## src/rtl/core/assert_macros.svh

```systemverilog
// Assertion macros shared by the RTL. Each macro expects clk in scope; WGM_ASSERT also expects arst_n.
`ifndef ASSERT_MACROS_SVH
`define ASSERT_MACROS_SVH

// Checked only while out of reset.
`define WGM_ASSERT(lbl, prop, msg) \
	lbl: assert property (@(posedge clk) disable iff (!arst_n) prop) else $error(msg);

// Checked at every clock edge, reset included.
`define WGM_ASSERT_ALWAYS(lbl, prop, msg) \
	lbl: assert property (@(posedge clk) prop) else $error(msg);

`endif

```

## src/rtl/core/wgm_pkg.sv

```systemverilog
`timescale 1ns / 1ps
`default_nettype none

package wgm_pkg;

	localparam int MAX_PATTERN_DEF = 64;

	localparam logic [1:0] MODE_CLEAR  = 2'd0;
	localparam logic [1:0] MODE_APPEND = 2'd1;
	localparam logic [1:0] MODE_BEGIN  = 2'd2;
	localparam logic [1:0] MODE_TEXT   = 2'd3;

	localparam logic [7:0] STAR_BYTE = 8'h2A;
	localparam logic [7:0] ANY_BYTE  = 8'h3F;

	typedef struct packed {
		logic [1:0] mode;
		logic [7:0] symbol;
	} req_t;

	typedef struct packed {
		logic matched;
		logic overflow;
	} rsp_t;

	// Operation token that walks down the cell chain, one cell per cycle while the chain is not held.
	typedef struct packed {
		logic       valid;
		logic [1:0] mode;
		logic [7:0] symbol;
		logic       diag;    // previous row bit of the cell to the left
		logic       left;    // new row bit of the cell to the left
		logic       res;     // new row bit of the last occupied cell so far
		logic       placed;  // an append has found its cell
	} tok_t;

endpackage

`default_nettype wire

```

## src/rtl/core/wgm_cell.sv

```systemverilog
`timescale 1ns / 1ps
`default_nettype none

module wgm_cell (
	input  wire            clk,
	input  wire            arst_n,
	input  wire            en,
	input  wgm_pkg::tok_t  tok_in,
	output wgm_pkg::tok_t  tok_out
);

	logic [7:0]    pat_q;
	logic          used_q;
	logic          bit_q;
	wgm_pkg::tok_t tok_q;

	wgm_pkg::tok_t tok_nxt;
	logic          used_nxt;
	logic          bit_nxt;
	logic          pat_load;
	logic          cur;
	logic          hit;
	logic          star;

	always_comb begin
		tok_nxt  = tok_in;
		used_nxt = used_q;
		bit_nxt  = bit_q;
		pat_load = 1'b0;
		cur      = 1'b0;
		hit      = (pat_q == tok_in.symbol) || (pat_q == wgm_pkg::ANY_BYTE);
		star     = (pat_q == wgm_pkg::STAR_BYTE);
		case (tok_in.mode)
			wgm_pkg::MODE_CLEAR: begin
				used_nxt = 1'b0;
				bit_nxt  = 1'b0;
			end
			wgm_pkg::MODE_APPEND: begin
				if (!used_q && !tok_in.placed) begin
					used_nxt       = 1'b1;
					bit_nxt        = 1'b0;
					pat_load       = 1'b1;
					tok_nxt.placed = 1'b1;
				end
			end
			wgm_pkg::MODE_BEGIN: begin
				// Empty text: only a leading run of stars matches.
				cur          = used_q && tok_in.left && star;
				bit_nxt      = cur;
				tok_nxt.left = cur;
				if (used_q) begin
					tok_nxt.res = cur;
				end
			end
			wgm_pkg::MODE_TEXT: begin
				// An exact or any-byte match wins over the star rule.
				if (hit) begin
					cur = tok_in.diag;
				end else if (star) begin
					cur = bit_q || tok_in.left;
				end
				cur          = cur && used_q;
				bit_nxt      = cur;
				tok_nxt.diag = bit_q;
				tok_nxt.left = cur;
				if (used_q) begin
					tok_nxt.res = cur;
				end
			end
			default: begin
				tok_nxt = tok_in;
			end
		endcase
	end

	always_ff @(posedge clk or negedge arst_n) begin
		if (!arst_n) begin
			used_q <= 1'b0;
			bit_q  <= 1'b0;
			tok_q  <= '0;
		end else if (en) begin
			tok_q <= tok_nxt;
			if (tok_in.valid) begin
				used_q <= used_nxt;
				bit_q  <= bit_nxt;
			end
		end
	end

	always_ff @(posedge clk) begin
		if (en && tok_in.valid && pat_load) begin
			pat_q <= tok_in.symbol;
		end
	end

	assign tok_out = tok_q;

endmodule

`default_nettype wire

```

## src/rtl/core/wildcard_glob_matcher.sv

```systemverilog
// Channel   Direction  Handshake             Payload
// req       in         req_valid/req_ready   wgm_pkg::req_t (mode, symbol)
// rsp       out        rsp_valid/rsp_ready   wgm_pkg::rsp_t (matched, overflow)
//
// One item is taken per cycle while req_ready is high. Every item walks the row of
// MAX_PATTERN cells, one cell per cycle while the chain is not held; a begin or text
// item leaving the last cell is registered into the output register, raising rsp_valid.
// Items overlap in the cell chain, so the rate is one item per cycle when nothing is held.
// Reset clears all control state at once; pattern bytes are not reset.
// The whole chain holds only while a result sits at the end of the row and the
// output register is full and not taken.
`timescale 1ns / 1ps
`default_nettype none
`include "assert_macros.svh"

module wildcard_glob_matcher #(
	parameter int MAX_PATTERN = wgm_pkg::MAX_PATTERN_DEF
) (
	input  wire            clk,
	input  wire            arst_n,
	input  wire            req_valid,
	output logic           req_ready,
	input  wgm_pkg::req_t  req,
	output logic           rsp_valid,
	input  wire            rsp_ready,
	output wgm_pkg::rsp_t  rsp
);

	// Token chain: chain[0] is the incoming item, chain[j+1] leaves cell j.
	wgm_pkg::tok_t              chain [0:MAX_PATTERN];
	wgm_pkg::tok_t              head_tok;
	wgm_pkg::tok_t              tail_tok;
	logic                       chain_en;
	logic                       tail_blocked;
	logic                       tail_result;

	logic                       at_start_q;
	logic                       ovf_q;
	logic                       rsp_valid_q;
	wgm_pkg::rsp_t              rsp_q;

	// Operations enter the row in transfer order and every cell sees them in that
	// same order, so the row behaves as if each item were applied all at once.
	assign tail_tok     = chain[MAX_PATTERN];
	assign tail_result  = tail_tok.valid &&
		(tail_tok.mode inside {wgm_pkg::MODE_BEGIN, wgm_pkg::MODE_TEXT});
	assign tail_blocked = tail_result && rsp_valid_q && !rsp_ready;
	assign chain_en     = !tail_blocked;
	assign req_ready    = chain_en;

	// The head token starts the row recurrence. A begin enters with an implicit
	// match to its left so that a leading run of stars matches the empty text.
	// The result bit starts as the empty-pattern answer.
	always_comb begin
		head_tok.valid  = req_valid;
		head_tok.mode   = req.mode;
		head_tok.symbol = req.symbol;
		head_tok.diag   = at_start_q;
		head_tok.left   = (req.mode == wgm_pkg::MODE_BEGIN);
		head_tok.res    = (req.mode == wgm_pkg::MODE_BEGIN);
		head_tok.placed = 1'b0;
	end

	assign chain[0] = head_tok;

	// The text-start flag only matters to the first cell, so it lives at the head.
	always_ff @(posedge clk or negedge arst_n) begin
		if (!arst_n) begin
			at_start_q <= 1'b1;
		end else if (req_valid && req_ready) begin
			case (req.mode)
				wgm_pkg::MODE_CLEAR: at_start_q <= 1'b1;
				wgm_pkg::MODE_BEGIN: at_start_q <= 1'b1;
				wgm_pkg::MODE_TEXT:  at_start_q <= 1'b0;
				default:             at_start_q <= at_start_q;
			endcase
		end
	end

	for (genvar j = 0; j < MAX_PATTERN; j++) begin : g_cell
		wgm_cell u_cell (
			.clk     (clk),
			.arst_n  (arst_n),
			.en      (chain_en),
			.tok_in  (chain[j]),
			.tok_out (chain[j+1])
		);
	end

	// The sticky overflow flag is kept at the tail, where tokens leave in order:
	// an append that no free cell took was dropped.
	always_ff @(posedge clk or negedge arst_n) begin
		if (!arst_n) begin
			ovf_q       <= 1'b0;
			rsp_valid_q <= 1'b0;
		end else if (chain_en) begin
			if (tail_tok.valid) begin
				case (tail_tok.mode)
					wgm_pkg::MODE_CLEAR: ovf_q <= 1'b0;
					wgm_pkg::MODE_APPEND: begin
						if (!tail_tok.placed) begin
							ovf_q <= 1'b1;
						end
					end
					default: ovf_q <= ovf_q;
				endcase
			end
			if (tail_result) begin
				rsp_valid_q <= 1'b1;
			end else if (rsp_ready) begin
				rsp_valid_q <= 1'b0;
			end
		end
	end

	always_ff @(posedge clk) begin
		if (chain_en && tail_result) begin
			rsp_q.matched  <= tail_tok.res;
			rsp_q.overflow <= ovf_q;
		end
	end

	assign rsp_valid = rsp_valid_q;
	assign rsp       = rsp_q;

	// A result that is offered and not taken stays offered and unchanged.
	`WGM_ASSERT(a_rsp_hold, (rsp_valid && !rsp_ready |=> rsp_valid && $stable(rsp)), "result changed while waiting")

	// The overflow flag is only raised by a dropped append reaching the tail.
	`WGM_ASSERT(a_ovf_cause, ($rose(ovf_q) |-> $past(tail_tok.valid && tail_tok.mode == wgm_pkg::MODE_APPEND && !tail_tok.placed)), "overflow set without a dropped append")

	// A blocked result at the tail is held in place until the output register frees.
	`WGM_ASSERT(a_tail_hold, (tail_blocked |=> $stable(tail_tok)), "tail token moved while blocked")

endmodule

`default_nettype wire
```

## config.mk

```make
export PLATFORM = sky130hd
export DESIGN_NAME = wildcard_glob_matcher
export DESIGN_NICKNAME = d
export VERILOG_FILES = /design/src/rtl/core/wgm_pkg.sv /design/src/rtl/core/wgm_cell.sv /design/src/rtl/core/wildcard_glob_matcher.sv
export VERILOG_INCLUDE_DIRS = /design/src /design/src/rtl/core
export SDC_FILE = /design/constraint.sdc
export NUM_CORES = 2
export LEC_CHECK = 0
export BUFFER_PORTS_ARGS = -buffer_cell sky130_fd_sc_hd__buf_2
export CORE_UTILIZATION = 49
export CTS_CLUSTER_SIZE = 30
export DETAILED_ROUTE_END_ITERATION = 8
export PLACE_DENSITY_LB_ADDON = 0.05
export SYNTH_ARGS = -nofsm -noshare
export SYNTH_HDL_FRONTEND = slang
export SYNTH_SLANG_ARGS = --single-unit
```

## constraint.sdc

```tcl
create_clock -name clk -period 4.3 [get_ports clk]
set_input_delay 0.43 -clock clk [delete_from_list [all_inputs] [get_ports clk]]
set_output_delay 0.43 -clock clk [all_outputs]
set_load 0.01 [all_outputs]
```

# After elaboration in Yosys (flattened, before gate mapping)
# Index checks and enable logic that the tools add are counted.
# totals
regBits	1595
inputBits	14
output_inout_bits	4
elab_cells	2964
# classes
n_eq_ne	452
muxes	961
n_bitwise	1
reduce_logical	908
# ops
operator	count
== test 8 x 6 -> 1 bit (second input constant)	128
2-to-1 mux 1 bit	767
== test 8 bit	64
logical AND 1 bit	387
== test 2 bit (second input constant)	130
one-hot mux 1 bit (4 select lines)	64
AND reduction 4 bit	64
one-hot mux 2 bit (2 select lines)	63
AND reduction 3 bit	65
nonzero test 2 bit	68
one-hot mux 1 bit (2 select lines)	67
== test 2 x 1 -> 1 bit (second input constant)	65
logical NOT 2 bit	65
logical NOT 1 bit	128
logical OR 1 bit	128
inequality test 2 x 1 -> 1 bit (second input constant)	63
inequality test 2 bit (second input constant)	2
AND reduction 2 bit	2
OR reduction 2 bit	1
inverter 1 bit	1

# Depth between registers and ports, before layout
# logic_depth
depth_word	8
ltp_mapped	10
ltp_nobuf	7

# By module
# From an unflattened synthesis, not the netlist that was laid out.
# unflattened
hier_cells	6227
hier_area_um2	75980.4
# by_module_without_submodules
mod	n_inst	cells_each	area_each_um2	seq_area_each_um2
wgm_cell	64	97	1183.6	665.6
wildcard_glob_matcher	1	19	227.7	136.4

# Worst setup path after synthesis
# Ideal clock, no wire load.
# synth_path
path_kind	input to register
from	in rsp_ready
to	reg g_cell[2].u_cell.pat_q[0], enable pin
setup_ns	0.395
t_arrival_ns	2.481
required_ns	3.905
path_slack_ns	1.425
path_stages	9
path_buffers	4
cell_sequence	nand2b_1 nor2_1 clkbuf_1 inv_1 buf_2 buf_2 clkbuf_1 nand2_1 nor4_1
# synth_via
elab_chain_cells	5
# synth_rtl
element	line_no	text
from (decl)	wildcard_glob_matcher.sv:25	input wire rsp_ready,
logical NOT 1 bit	wildcard_glob_matcher.sv:47	assign tail_blocked = tail_result && rsp_valid_q && !rsp_ready;
logical AND 1 bit	wildcard_glob_matcher.sv:47	
logical NOT 1 bit	wildcard_glob_matcher.sv:48	assign chain_en = !tail_blocked;
logical AND 1 bit (2 in a row)	wgm_cell.sv:91	if (en && tok_in.valid && pat_load) begin
to (signal assigned)	wgm_cell.sv:92	pat_q <= tok_in.symbol;
to (decl)	wgm_cell.sv:12	logic [7:0] pat_q;
# No other way between the ends.
# A chain may end at the register's enable or synchronous reset.

# Final worst setup path
# layout_path
from	reg g_cell[63].u_cell.tok_q (netlist bit g_cell[63].u_cell.tok_out[14])
to	out req_ready
# layout_via
elab_chain_cells	4
# layout_rtl
element	line_no	text
from (decl)	wgm_cell.sv:15	wgm_pkg::tok_t tok_q;
from (signal assigned)	wgm_cell.sv:82	tok_q <= tok_nxt;
logical AND 1 bit	wildcard_glob_matcher.sv:45	assign tail_result = tail_tok.valid &&
logical AND 1 bit (2 in a row)	wildcard_glob_matcher.sv:47	
logical NOT 1 bit	wildcard_glob_matcher.sv:48	
to (decl)	wildcard_glob_matcher.sv:22	output logic req_ready,
# No other way between the ends.

==> results.md <==
* Outcome: finished clean
* Crit path kind: flop to output pin
* Synth top area share at 37.8%
* Final WL at 152,000 um
* Mapped Area at 71,600 sq um
* Vias per cell at 5.45
* Finished Layout Cells at 9,281
* Clock transition at path regs at 0.06 ns
* Area fraction in compound gates after synthesis at under 10%
* Storage cell area at 42,500 sq um
* Clock Sinks at 1,595
* Final setup vio count at 0
* CTS max path bufs at 3
* Async S/R FF share, synth at 67.8%
* Core Region at 144,000 sq um
* Total CTS buffers at 173
* Routability cong. at approximately 0.83
* First-pass GRT wire length at 259,000 um
* Largest family of logic cells by synthesized area: simple AND/OR/NAND/NOR gates
* Top post-synthesis cells by area: dfrtp_1 38%, edfxtp_1 22%, nand2_1 12%
* GRT Total Usage at between 20% and 30%
* Critical path required time at between 3 and 4 ns
* Leak Pwr at 34.4 nW
* Register area share after synthesis at 59.3%
* Net count, final at between 7,000 and 8,000
* RSZ-0062 raised after global routing: no
* TNS Setup at 0 ns
* Initial Utilization at 49.6%
* Post-Syn Instances at 7,222
* ANT cells at 0
* Synth area leader: dfrtp_1
* Buffers on Ports at 17
* Clock latency on the worst-skew pair at 0.78 ns
* Clk root buf: clkbuf_16
* Worst r2r src: g_cell[63].u_cell.tok_out[14]$_DFFE_PN0N_
* Critical path data arrival time at 2.39 ns
* Most instantiated library cell after synthesis: nand2_1
* Die height at 384 um
* CTS tree: built
* Placed instance area at 74,200 sq um
* Initial antenna violation count at 0
* Largest net degree at the start of global routing at 160
* Vias in the first global route at 50,000
* Starting DRT DRC Count at 3,270
* Number of flops mapped to enable cells by yosys at just over 500
* Final hold slack at ~0.25 ns
* Rows at 139
* Residual DRC at 0
* Synth Area in Simple Gates at 22.3%
* Xor and xnor fraction of the mapped netlist area at 6.26%
* R2r setup slk at between 1.5 and 2 ns
* Post-placement cell count at just under 9,000
* GRT Residual Overflow at 0
* Final Cell Area at 80,000 sq um
* Share of layout cells above drive strength 1 at 6.14%
* Yosys warnings at 0
* HP Class: primary input to async pin
* Area growth syn-to-layout at 11.8%
* Adder-cell share of the synthesized area at 0%
* Mapped Avg Cell Area at 9.91 sq um
* Main flop type after synthesis: dfrtp_1
* H-Tree Depth at 4
* PD cells at 412 nW/um^2
* Post-synthesis cell type count at about 60
* Fillers at 12,800
* Fmax at approximately 0.35 GHz
* Via count at a little over 50,000
* Actual slew at the worst max-slew pin at roughly 0.74 ns
* HPWL after DPL at 103,000 um
* Min Tclk post-route at between 2 and 3 ns
* Crit path launch type: flop
* Fin. Hold Viols at 0
* Multiplexer area fraction after synthesis at roughly 1.3%
* Multi-input gate area at 27,400 sq um
* DRT Pass-1 Iters at 5
* Setup crit end kind: output pin
* FF-to-FF End: g_cell[3].u_cell.pat_q[3]$_DFFE_PP_
* Pins Over Slew Limit at 0
* Slew margin rel. at 50.5%
* Skew final at 0.0246 ns
* Final ANT Viol Nets at 0
* I/O pins at 18
* Die Wd at 384 um
* Cells on worst reg2reg path at 7
* Post-CTS Setup Bufs at 0
* Seq cells post-synth at 1,595
* Final Cycle Share at 65.7%
* Die area at 148,000 sq um
* Syn_nets at 7,236
* Maxcap violations at 0
* Synth cell count leaders: 2,300 x nand2_1, 1,080 x dfrtp_1, 514 x edfxtp_1, 424 x nor2_1, 361 x o21ai_0
* Worst vdd ir at 0.315 mV
* Crit Path Max Fanout at 85
* WL per Instance at 16.4 um
what timing repair did:
item,CTS,global route
gates resized for setup,0,0
hold buffers,14,0
hold endpoints to repair,95,0
stage by stage:
step           utilization (%)  setup WS (ns)  total power (W)
3_5_place_dp              51.4           1.53           0.0186
6_report                  55.4           1.48           0.0330
2_1_floorplan                -           1.42           0.0179
5_1_grt                   55.4           1.31           0.0343
3_3_place_gp              51.4           1.54           0.0185
4_1_cts                   55.4           1.38           0.0334
sequential cells by signal (all words and copies together) (netlist names):
register / cells
g_cell.u_cell.used_q: 64
rsp_valid: 1
g_cell.u_cell.tok_out: 950
g_cell.u_cell.bit_q: 64
g_cell.u_cell.pat_q: 512
at_start_q: 1
rsp: 2
ovf_q: 1
routing by layer:
layer  part of all wire, %  up-vias  track usage, %
met2                    47      676            33.9
met5                     0        -               0
met4                   1.9        0            5.11
li1                      -    25000               -
met3                   3.0      211            2.93
met1                    48    24700            30.0
where the power goes:
part           switching (W)  leakage (nW)  internal, W
logic               0.000741          13.5     0.000606
registers           0.000701          18.1       0.0162
clock network        0.00605          2.78      0.00870
how the worst max path moves through the flow:
stage,from,endpoint,cells past startpoint
global placement,rsp_ready,g_cell[3].u_cell.pat_q[6]$_DFFE_PP_,8
floorplan,rsp_ready,g_cell[2].u_cell.pat_q[0]$_DFFE_PP_,9
global route,g_cell[63].u_cell.tok_out[14]$_DFFE_PN0N_,req_ready,5
detailed placement,rsp_ready,g_cell[3].u_cell.pat_q[3]$_DFFE_PP_,8
CTS,g_cell[63].u_cell.tok_out[14]$_DFFE_PN0N_,req_ready,5
finish,g_cell[63].u_cell.tok_out[14]$_DFFE_PN0N_,req_ready,5
area by class of cell:
| type | count | share of cell area, % |
|---|---|---|
| Clock buffer | 250 | 6.17 |
| Clock inverter | 74 | 0.879 |
| Inverter | 115 | 0.549 |
| Multi-Input combinational cell | 5181 | 34.3 |
| Sequential cell | 1595 | 53.1 |
| Tap cell | 1903 | 2.98 |
| Timing Repair Buffer | 163 | 2.05 |
cell usage in the layout, fill, tap and decap left out, types with 53 or more instances in the layout:
master	n
nand2_1	2300
nor4_1	145
o21ai_0	361
clkbuf_16	180
buf_4	99
clkbuf_1	53
nand3_1	111
or3_1	105
a21oi_1	124
nor3_1	212
inv_1	114
xor2_1	248
mux2i_1	83
nand4_1	121
o22a_1	98
edfxtp_1	514
o32a_1	63
dfrtp_1	1080
xnor2_1	264
nor2_1	423
cells by family after synthesis:
| family | after synthesis |
|---|---|
| buffers and inverters | 446 |
| flip-flops | 1595 |
| AO/OA/AOI/OAI | 922 |
| XOR/XNOR | 512 |
| multiplexers | 89 |
| AND/OR/NAND/NOR | 3658 |
critical path, cell delays in order, from the launching register on:
cell and delay (ns):
dfrtp_1 0.37, nand2_1 0.14, nor2_4 0.10, inv_8 0.38
buf_12 0.33, buf_2 0.20
Note: power is estimated with default switching activity, not from simulation.
